--- src/rtl/ert_pkg.sv ---
// ----------------------------------------------------------------------------
// ert_pkg
// Shared types and constants of the echo request tracker.
// ----------------------------------------------------------------------------
package ert_pkg;

   localparam int SEQ_BITS       = 16;
   localparam int RTT_BITS       = 31;
   localparam int MIN_ICMP_BYTES = 8;
   localparam int MS_DIVISOR     = 1000;
   localparam int MS_SHIFT       = 3;
   localparam int MS_ODD         = MS_DIVISOR >> MS_SHIFT;
   localparam int MS_ODD_LOG     = 7;

   typedef enum logic [2:0] {
      STATUS_SENT    = 3'd0,
      STATUS_FULL    = 3'd1,
      STATUS_MATCH   = 3'd2,
      STATUS_SHORT   = 3'd3,
      STATUS_FOREIGN = 3'd4,
      STATUS_UNKNOWN = 3'd5
   } status_type;

   typedef enum logic [0:0] {
      KIND_SENT  = 1'b0,
      KIND_REPLY = 1'b1
   } kind_type;

   typedef struct packed {
      logic        kind;
      logic [39:0] now_us;
      logic [11:0] total_length;
      logic [3:0]  header_words;
      logic [7:0]  reply_type;
      logic [15:0] reply_identifier;
      logic [15:0] reply_sequence;
   } request_type;

   typedef struct packed {
      status_type  status;
      logic [15:0] sequence_out;
      logic [30:0] round_trip_ms;
      logic [15:0] sent_total;
      logic [15:0] received_total;
   } response_type;

   typedef enum logic [2:0] {
      S_CLEAR,
      S_IDLE,
      S_CHECK,
      S_SCAN,
      S_DIVIDE,
      S_FINISH
   } state_type;

   typedef struct packed {
      logic clear_step;
      logic capture;
      logic scan_start;
      logic scan_step;
      logic found;
      logic div_start;
      logic commit;
   } dp_cmd_type;

   typedef struct packed {
      logic clear_done;
      logic is_send;
      logic reply_ok;
      logic hit;
      logic scan_exhausted;
      logic div_busy;
      logic out_free;
   } dp_status_type;

endpackage

--- src/rtl/ert_ctrl.sv ---
// ----------------------------------------------------------------------------
// ert_ctrl
// Sequencer for table clearing, slot scan, round trip division and response.
// ----------------------------------------------------------------------------
module ert_ctrl (
   input  logic                   clock,
   input  logic                   reset,
   input  logic                   req_valid,
   output logic                   req_ready,
   input  ert_pkg::dp_status_type dp_status,
   output ert_pkg::dp_cmd_type    dp_cmd
);
   import ert_pkg::*;

   state_type state_ff, state_in;

   always_ff @(posedge clock) begin
      if (reset) begin
         state_ff <= S_CLEAR;
      end else begin
         state_ff <= state_in;
      end
   end

   always_comb begin
      state_in  = state_ff;
      req_ready = 1'b0;
      dp_cmd    = '0;
      unique case (state_ff)
         S_CLEAR: begin
            if (dp_status.clear_done) begin
               state_in = S_IDLE;
            end else begin
               dp_cmd.clear_step = 1'b1;
            end
         end
         S_IDLE: begin
            req_ready = 1'b1;
            if (req_valid) begin
               dp_cmd.capture = 1'b1;
               state_in       = S_CHECK;
            end
         end
         S_CHECK: begin
            if (dp_status.is_send || dp_status.reply_ok) begin
               dp_cmd.scan_start = 1'b1;
               state_in          = S_SCAN;
            end else begin
               state_in = S_FINISH;
            end
         end
         S_SCAN: begin
            if (dp_status.hit) begin
               dp_cmd.found = 1'b1;
               if (dp_status.is_send) begin
                  state_in = S_FINISH;
               end else begin
                  dp_cmd.div_start = 1'b1;
                  state_in         = S_DIVIDE;
               end
            end else if (dp_status.scan_exhausted) begin
               state_in = S_FINISH;
            end else begin
               dp_cmd.scan_step = 1'b1;
            end
         end
         S_DIVIDE: begin
            if (!dp_status.div_busy) begin
               state_in = S_FINISH;
            end
         end
         S_FINISH: begin
            if (dp_status.out_free) begin
               dp_cmd.commit = 1'b1;
               state_in      = S_IDLE;
            end
         end
         default: begin
            state_in = S_CLEAR;
         end
      endcase
   end

   a_ready_idle: assert property (@(posedge clock) disable iff (reset)
      (req_valid && req_ready) |=> (state_ff == S_CHECK))
      else $error("Accepted request did not start its checks.");

   a_clear_first: assert property (@(posedge clock)
      reset |=> (state_ff == S_CLEAR))
      else $error("Table clearing skipped after reset.");

   a_divide_entry: assert property (@(posedge clock) disable iff (reset)
      (state_ff == S_DIVIDE) |-> $past(dp_cmd.div_start) || dp_status.div_busy ||
                                 ($past(state_ff) == S_DIVIDE))
      else $error("Divide state entered without starting the divider.");

endmodule

--- config.mk ---
export PLATFORM = sky130hd
export DESIGN_NAME = ert_ctrl
export DESIGN_NICKNAME = d
export VERILOG_FILES = /design/src/rtl/ert_pkg.sv /design/src/rtl/ert_ctrl.sv
export SDC_FILE = /design/constraint.sdc
export NUM_CORES = 1
export LEC_CHECK = 0
export BUFFER_PORTS_ARGS = -buffer_cell sky130_fd_sc_hd__buf_2
export CAP_MARGIN = 15
export CORE_AREA = 2 2 39 41
export DETAILED_ROUTE_END_ITERATION = 10
export DIE_AREA = 0 0 41 43
export SYNTH_ARGS = -nofsm -noshare
export SYNTH_HDL_FRONTEND = slang
export SYNTH_SLANG_ARGS = --single-unit
--- constraint.sdc ---
create_clock -name clock -period 1.9 [get_ports clock]
set_input_delay 0.57 -clock clock [delete_from_list [all_inputs] [get_ports clock]]
set_output_delay 0.57 -clock clock [all_outputs]
set_load 0.02 [all_outputs]
==> results.ini, run 1 <==
[finish]
drive_gt1_share_pct = 50.9
area_growth_pct = 47.7
largest_register_ffs = 3
reg.largest.list = state_ff (3)
most-common-layout-cells = 16 x buf_2, 4 x buf_4, 3 x nor2b_1, 3 x clkbuf_4, 3 x dfxtp_2
final_nets = 68
largest_register = state_ff
layout_commonest_cell = buf_2
finish.utilization_pct = 31.4
fillers = 154
n_antenna_cell = 0

[worst_setup_path]
crit_type = input pin to primary output
start_kind = input pin
r2r_end = state_ff[2]$_SDFFE_PP0P_
worstPathRequired_ns = 1.33
r2r_start = state_ff[2]$_SDFFE_PP0P_
end_kind = primary output
r2r_setup_slack_ns = 0.44
cp_data_arrival_time_ns = 1.27
cp_max_fo = 3
crit_path_end = dp_cmd[3]
worstRegToRegCells = 4
cp-startpoint = dp_status[3]

[timing]
tightest_slew_ns = 0.375
setup_slack_ns = 0.0614
relSlewSlack_pct = 74.9
hold_viol_final = 0
rsz0062_at_grt = false
skew_ns = 0.00343
fin_crit_ns = 1.84
drv_slew = 0
setup_viol = 0
finalCritPeriodShare_pct = 96.8
fmaxAchievable_ghz = 0.544

[run]
drv_cap = 0

[placed_design]
hpwl_um = 596
gp_congestion = 0.756
place_ws_ns = -0.00584
io_buffers = 17

[die]
rows = 14
fp.coreArea_mm2 = 0.00138
die_y_um = 43
io_pins = 18
die_area_mm2 = 0.00176
start_util_pct = 21.2
fp.dieW_um = 41

[synthesis]
syn_area_um2 = 294
synthFlopType = dfxtp_1
syn_inst = 36
synth.ff_latch_count = 3
avgSynthCellArea_um2 = 8.17
synth_cell_types = 24
synth_edf_count = 0
yosysSeqAreaShare_pct = 20.4
async_flop_share_pct = 0
yosys_warnings = 0
syn-num-nets = 46

[drt]
ant_nets = 0
vias_per_cell = 4.41
num_vias = 322
wirelength_um = 698
drtIter0Drc = 5
drt-pass1-iter-count = 4
drc = 0
wl_per_cell_um = 9.56

[global_routing]
track_usage_pct = 9.04
grt_pass1_vias = 277
antenna_found_initial = 0
grt_pass1_wl_um = 1040
grt_max_degree = 12
overflow = 0

[cts]
cts-buffers-inserted = 3
htree_levels = 1
path_clk_slew_ns = 0.04
tritoncts = done
clk_path_buf_depth = 2
ctsRootBufferMaster = clkbuf_4
clk_latency_ns = 0.24
clock_sinks = 3

[pwr]
powerDensity_mw_per_mm2 = 644
p_leak_nw = 0.212
finalPower_uw = 279
peakVddDrop_v = 0.000343

[min_path]
min_path_type = input pin to flip-flop
hold_start = reset

[status]
status = finished clean

==> metrics by stage <==
stage	setup TNS (ns)	cells	cell area, µm²	hold slack (ns)
2_1_floorplan	0	36	299	0.585
3_3_place_gp	0	68	392	0.644
3_5_place_dp	-0.00584	68	392	0.660
4_1_cts	0	72	423	0.516
5_1_grt	0	73	434	0.515
6_report	0	73	434	0.522
==> synthesized netlist by cell type, types with 2 or more instances <==
| library cell | number | area (µm²) |
|---|---|---|
| and2_1 | 2 | 12.5 |
| buf_6 | 2 | 22.5 |
| dfxtp_1 | 3 | 60.1 |
| inv_1 | 2 | 7.51 |
| nand2_1 | 2 | 7.51 |
| nor2_1 | 2 | 7.51 |
| nor2b_1 | 3 | 18.8 |
| nor3b_1 | 3 | 22.5 |
| o21ai_0 | 2 | 10.0 |
==> cell families after synthesis <==
| family | synth area share (%) |
|---|---|
| DFF | 20.4 |
| buffers and inverters | 11.9 |
| and+or+nand+nor | 43.4 |
| AOI/OAI and AO/OA | 24.3 |
==> critical path, stage by stage <==
cell and delay, ns:
buf_2 0.12, nor4b_4 0.26, and2_4 0.18, buf_4 0.13
==> layer usage <==
metal,wire length (µm),global-route usage (%),part of all wire [%],vias up
met3,66,6.28,9.5,0
met2,332,13.1,48,13
met5,0,0,0,-
li1,-,-,-,170
met4,0,2.00,0,0
met1,299,10.6,43,139
==> worst min path at each step <==
stage	cells after the start	end	slack, ns
after detailed placement	2	state_ff[2]$_SDFFE_PP0P_	0.66
after CTS	2	state_ff[2]$_SDFFE_PP0P_	0.52
after global routing	2	state_ff[0]$_SDFFE_PP0P_	0.52
final	2	state_ff[0]$_SDFFE_PP0P_	0.52
after floorplan	3	state_ff[2]$_SDFFE_PP0P_	0.59
after global placement	2	state_ff[2]$_SDFFE_PP0P_	0.64
==> power by group <==
| part | leakage (nW) | total [mW] | switching (mW) | internal (mW) |
|---|---|---|---|---|
| logic | 0.171 | 0.0853 | 0.0431 | 0.0422 |
| registers | 0.0258 | 0.0793 | 0.00901 | 0.0703 |
| clock network | 0.0150 | 0.115 | 0.0359 | 0.0789 |
==> area by class of cell <==
type | instances | area, µm² | area share, %
clock buffer | 4 | 26.3 | 6.05
multi-input combinational | 28 | 206 | 47.6
sequential | 3 | 63.8 | 14.7
timing repair buffer | 20 | 110 | 25.4
inverter | 2 | 7.51 | 1.73
tap | 16 | 20.0 | 4.61
==> timing repair <==
action,CTS,global route
hold buffers,0,0
endpoints found under the setup margin,1,2
pin swaps,0,1
resized for setup,3,2
setup buffers,0,1
(Power assumes the default switching activity.)
==> run 2: changes to the inputs <==
--- a/config.mk
+++ b/config.mk
@@ -5,6 +5,7 @@
 export SDC_FILE = /design/constraint.sdc
 export NUM_CORES = 1
 export LEC_CHECK = 0
+export ABC_CLOCK_PERIOD_IN_PS = 1900
 export BUFFER_PORTS_ARGS = -buffer_cell sky130_fd_sc_hd__buf_2
 export CAP_MARGIN = 15
 export CORE_AREA = 2 2 39 41
==> constraint.sdc (replaced) <==
create_clock -name clock -period 1.9 [get_ports clock]
set_input_delay 0.38 -clock clock [delete_from_list [all_inputs] [get_ports clock]]
set_output_delay 0.38 -clock clock [all_outputs]
set_load 0.02 [all_outputs]
==> run 2 against run 1 <==
Clock-buffer cell count unchanged. Clock skew down 0.00059 ns. Final cell count down 4.1%. First-iteration DRC count down 20%. Critical endpoint is now dp_cmd[5].
==> results.ini, run 2 (synthesis results as in run 1) <==
[timing]
rsz0062_at_grt = false
tightest_slew_ns = 0.373
drv_slew = 0
fin_setup_tns_ns = 0
hold_viol_final = 0
fmaxAchievable_ghz = 0.569
holdWs_ns = 0.351
relSlewSlack_pct = 75.1
skew_ns = 0.00284
fin_crit_ns = 1.76
setup_viol = 0
finalCritPeriodShare_pct = 92.5

[cts]
clk_path_buf_depth = 2
cts_hold_buf = 0
cts_resized = 0
cts-buffers-inserted = 3
post_cts.repair.setup_buffers = 0
tritoncts = done
path_clk_slew_ns = 0.04
htree_levels = 1
ctsRootBufferMaster = clkbuf_4
clock_sinks = 3
clk_latency_ns = 0.23

[finish]
drive_gt1_share_pct = 38.9
fillers = 164
most-common-layout-cells = 17 x buf_2, 3 x nor3b_1, 3 x nor2b_1, 3 x clkbuf_4, 3 x dfxtp_1
largest_register_ffs = 3
final_nets = 65
area_growth_pct = 35.3
layout_commonest_cell = buf_2
n_antenna_cell = 0
reg.largest.list = state_ff (3)
largest_register = state_ff

[worst_setup_path]
worstPathRequired_ns = 1.52
cp_data_arrival_time_ns = 1.38
start_kind = flip-flop
cp_max_fo = 10
cp-startpoint = state_ff[0]$_SDFFE_PP0P_
crit_type = flip-flop to primary output
worstRegToRegCells = 4
end_kind = primary output
r2r_start = state_ff[2]$_SDFFE_PP0P_

[placed_design]
hpwl_um = 573
io_buffers = 17
gp_congestion = 0.836

[drt]
ant_nets = 0
drc = 0
wl_per_cell_um = 10.1
num_vias = 323
drtIter0Drc = 4
vias_per_cell = 4.61
wirelength_um = 709
drt-pass1-iter-count = 2

[die]
die_y_um = 43
fp.coreArea_mm2 = 0.00138
io_pins = 18
start_util_pct = 21.2
die_area_mm2 = 0.00176
fp.dieW_um = 41
rows = 14

[global_routing]
grt_pass1_wl_um = 1190
grt_max_degree = 12
track_usage_pct = 10.1
overflow = 0
antenna_found_initial = 0
grt_pass1_vias = 309

[min_path]
min_path_type = input pin to flip-flop
hold_start = reset
holdPathStages = 2

[status]
status = finished clean

[pwr]
powerDensity_mw_per_mm2 = 671
p_leak_nw = 0.190
peakVddDrop_v = 0.000363

[run]
drv_cap = 0

## run 2: per-stage QoR
step	cell area [µm²]	setup WS (ns)	std cells	total power [mW]	util, %
floorplan	294	0.116	36	0.135	-
global placement	372	0.315	66	0.156	26.9
detailed placement	372	0.303	66	0.157	26.9
CTS	398	0.136	70	0.275	28.8
global route	398	0.0454	70	0.291	28.8
finish	398	0.142	70	0.267	28.8
## run 2: power breakdown
group	switching, mW	internal [mW]
clock network	0.0327	0.0787
logic	0.0379	0.0357
registers	0.0130	0.0690
## run 2: critical path: stages, from the launching register on
cell and delay [ns]:
dfxtp_1 0.47, nor3b_1 0.32, and2_1 0.19, buf_2 0.16
## run 2: per-layer routing
layer / vias up / global-route usage [%] / wire [µm] / share of wire, %
met5: - / 0 / 0 / 0
li1: 165 / - / - / -
met2: 10 / 14.1 / 342 / 48
met3: 0 / 5.24 / 51 / 7.2
met1: 148 / 11.9 / 315 / 44
met4: 0 / 6.00 / 0 / 0
## run 2: layout make-up
class	count	area, µm²	area share [%]
clock buffer	4	26.3	6.60
inverter	2	7.51	1.89
multi-input combinational	28	199	50.0
sequential	3	60.1	15.1
tap	16	20.0	5.03
timing repair buffer	17	85.1	21.4
## run 2: path summary, 6_finish.rpt
| check | slack (ns) | end |
|---|---|---|
| min reg2reg | 0.66 | state_ff[2]$_SDFFE_PP0P_ |
| max | 0.14 | dp_cmd[5] |
| max reg2reg | 0.30 | state_ff[2]$_SDFFE_PP0P_ |
| min | 0.35 | state_ff[0]$_SDFFE_PP0P_ |
==> run 3: changes to the inputs <==
--- a/config.mk
+++ b/config.mk
@@ -6,7 +6,7 @@
 export NUM_CORES = 1
 export LEC_CHECK = 0
 export ABC_CLOCK_PERIOD_IN_PS = 1900
-export BUFFER_PORTS_ARGS = -buffer_cell sky130_fd_sc_hd__buf_2
+export BUFFER_PORTS_ARGS = -buffer_cell sky130_fd_sc_hd__buf_4
 export CAP_MARGIN = 15
 export CORE_AREA = 2 2 39 41
 export DETAILED_ROUTE_END_ITERATION = 10
==> run 3 against run 2 <==
Critical path depth unchanged. Via count rose by 1.9%. Wire length up 3.7%. Clock skew grew 0.0026 ns. Sequential power about the same. Non-clock buffer count unchanged. Clock-buffer cell count is the same. Largest power group unchanged.
==> results.ini, run 3 (synthesis results as in run 1) <==
[drt]
ant_nets = 0
wirelength_um = 735
vias_per_cell = 4.70
drtIter0Drc = 1
num_vias = 329
drc = 0
wl_per_cell_um = 10.5
drt-pass1-iter-count = 2

[cts]
post_cts.repair.setup_buffers = 0
cts-buffers-inserted = 3
path_clk_slew_ns = 0.04
cts_hold_buf = 0
ctsRootBufferMaster = clkbuf_4
clock_sinks = 3
clk_latency_ns = 0.23
tritoncts = done
htree_levels = 1
cts_resized = 0
clk_path_buf_depth = 2

[placed_design]
hpwl_um = 578
io_buffers = 17
place_ws_ns = 0.306
placedCellCount = 66
gp_congestion = 0.804

[timing]
setup_slack_ns = 0.138
fin_crit_ns = 1.76
skew_ns = 0.00542
fin_setup_tns_ns = 0
setup_viol = 0
drv_slew = 0
hold_viol_final = 0
finalCritPeriodShare_pct = 92.8
relSlewSlack_pct = 74.3
fmaxAchievable_ghz = 0.567
tightest_slew_ns = 0.385
rsz0062_at_grt = false

[die]
rows = 14
die_area_mm2 = 0.00176
die_y_um = 43
fp.coreArea_mm2 = 0.00138
start_util_pct = 21.2
io_pins = 18
fp.dieW_um = 41

[worst_setup_path]
start_kind = flip-flop
r2r_start = state_ff[2]$_SDFFE_PP0P_
worstRegToRegCells = 4
r2r_end = state_ff[2]$_SDFFE_PP0P_
end_kind = primary output
crit_type = flip-flop to primary output
cp_data_arrival_time_ns = 1.38
cp_max_fo = 10
r2r_setup_slack_ns = 0.30
worstPathRequired_ns = 1.52

[finish]
final_nets = 65
drive_gt1_share_pct = 38.9
largest_register = state_ff
reg.largest.list = state_ff (3)
n_antenna_cell = 0
area_growth_pct = 49.8
layout_commonest_cell = buf_4
largest_register_ffs = 3
most-common-layout-cells = 17 x buf_4, 3 x nor3b_1, 3 x nor2b_1, 3 x clkbuf_4, 3 x dfxtp_1
fin_cells = 70
fillers = 159
finish.utilization_pct = 31.8

[pwr]
peakVddDrop_v = 0.000273
p_leak_nw = 0.198
finalPower_uw = 279
powerDensity_mw_per_mm2 = 635

[run]
drv_cap = 0

[min_path]
min_path_type = input pin to flip-flop
whs_endpoint = state_ff[0]$_SDFFE_PP0P_
hold_start = reset
holdPathStages = 2

[global_routing]
antenna_found_initial = 0
grt_max_degree = 12
track_usage_pct = 8.73
grt_pass1_wl_um = 1060
grt_pass1_vias = 301
overflow = 0

[status]
status = finished clean

run 3: cell counts in the layout (fill, tap and decap cells not counted):
Identical to the previous run, type by type.
run 3: worst max-delay path, stage by stage, from the launching register on:
cell and delay (ns):
dfxtp_1 0.47, nor3b_1 0.33, and2_1 0.20, buf_4 0.15
run 3: cell type report:
type	instances	area [µm²]	area share, %
clock buffers	4	26.3	5.97
inverters	2	7.51	1.70
multi-input cells	28	199	45.2
flip-flops and latches	3	60.1	13.6
well taps	16	20.0	4.55
repair buffers	17	128	29.0
run 3: stage by stage:
step / cell area (µm²) / hold slack, ns
floorplan: 294 / 0.449
global placement: 414 / 0.560
detailed placement: 414 / 0.563
CTS: 440 / 0.316
global route: 440 / 0.318
finish: 440 / 0.325
run 3: how the worst max path moves through the flow:
stage                             startpoint                        to  slack (ns)  depth (start not counted)
floorplan           state_ff[0]$_SDFFE_PP0P_                 dp_cmd[5]        0.12                          3
global placement    state_ff[2]$_SDFFE_PP0P_  state_ff[2]$_SDFFE_PP0P_        0.32                          4
detailed placement  state_ff[2]$_SDFFE_PP0P_  state_ff[2]$_SDFFE_PP0P_        0.31                          4
CTS                 state_ff[0]$_SDFFE_PP0P_                 dp_cmd[5]        0.13                          3
global route        state_ff[0]$_SDFFE_PP0P_                 dp_cmd[5]        0.03                          3
finish              state_ff[0]$_SDFFE_PP0P_                 dp_cmd[5]        0.14                          3
run 3: layer usage:
metal	part of all wire, %	global-route usage (%)	up-vias
li1	-	-	167
met1	43	10.6	152
met2	50	13.1	10
met3	6.5	3.14	0
met4	0	4.00	0
met5	0	0	-
run 3: where the power goes:
group          leakage (nW)  internal [mW]  switching, mW
Clock                0.0150         0.0787         0.0334
Combinational         0.159         0.0464         0.0389
Sequential           0.0246         0.0690         0.0131
Total                 0.198          0.194         0.0854
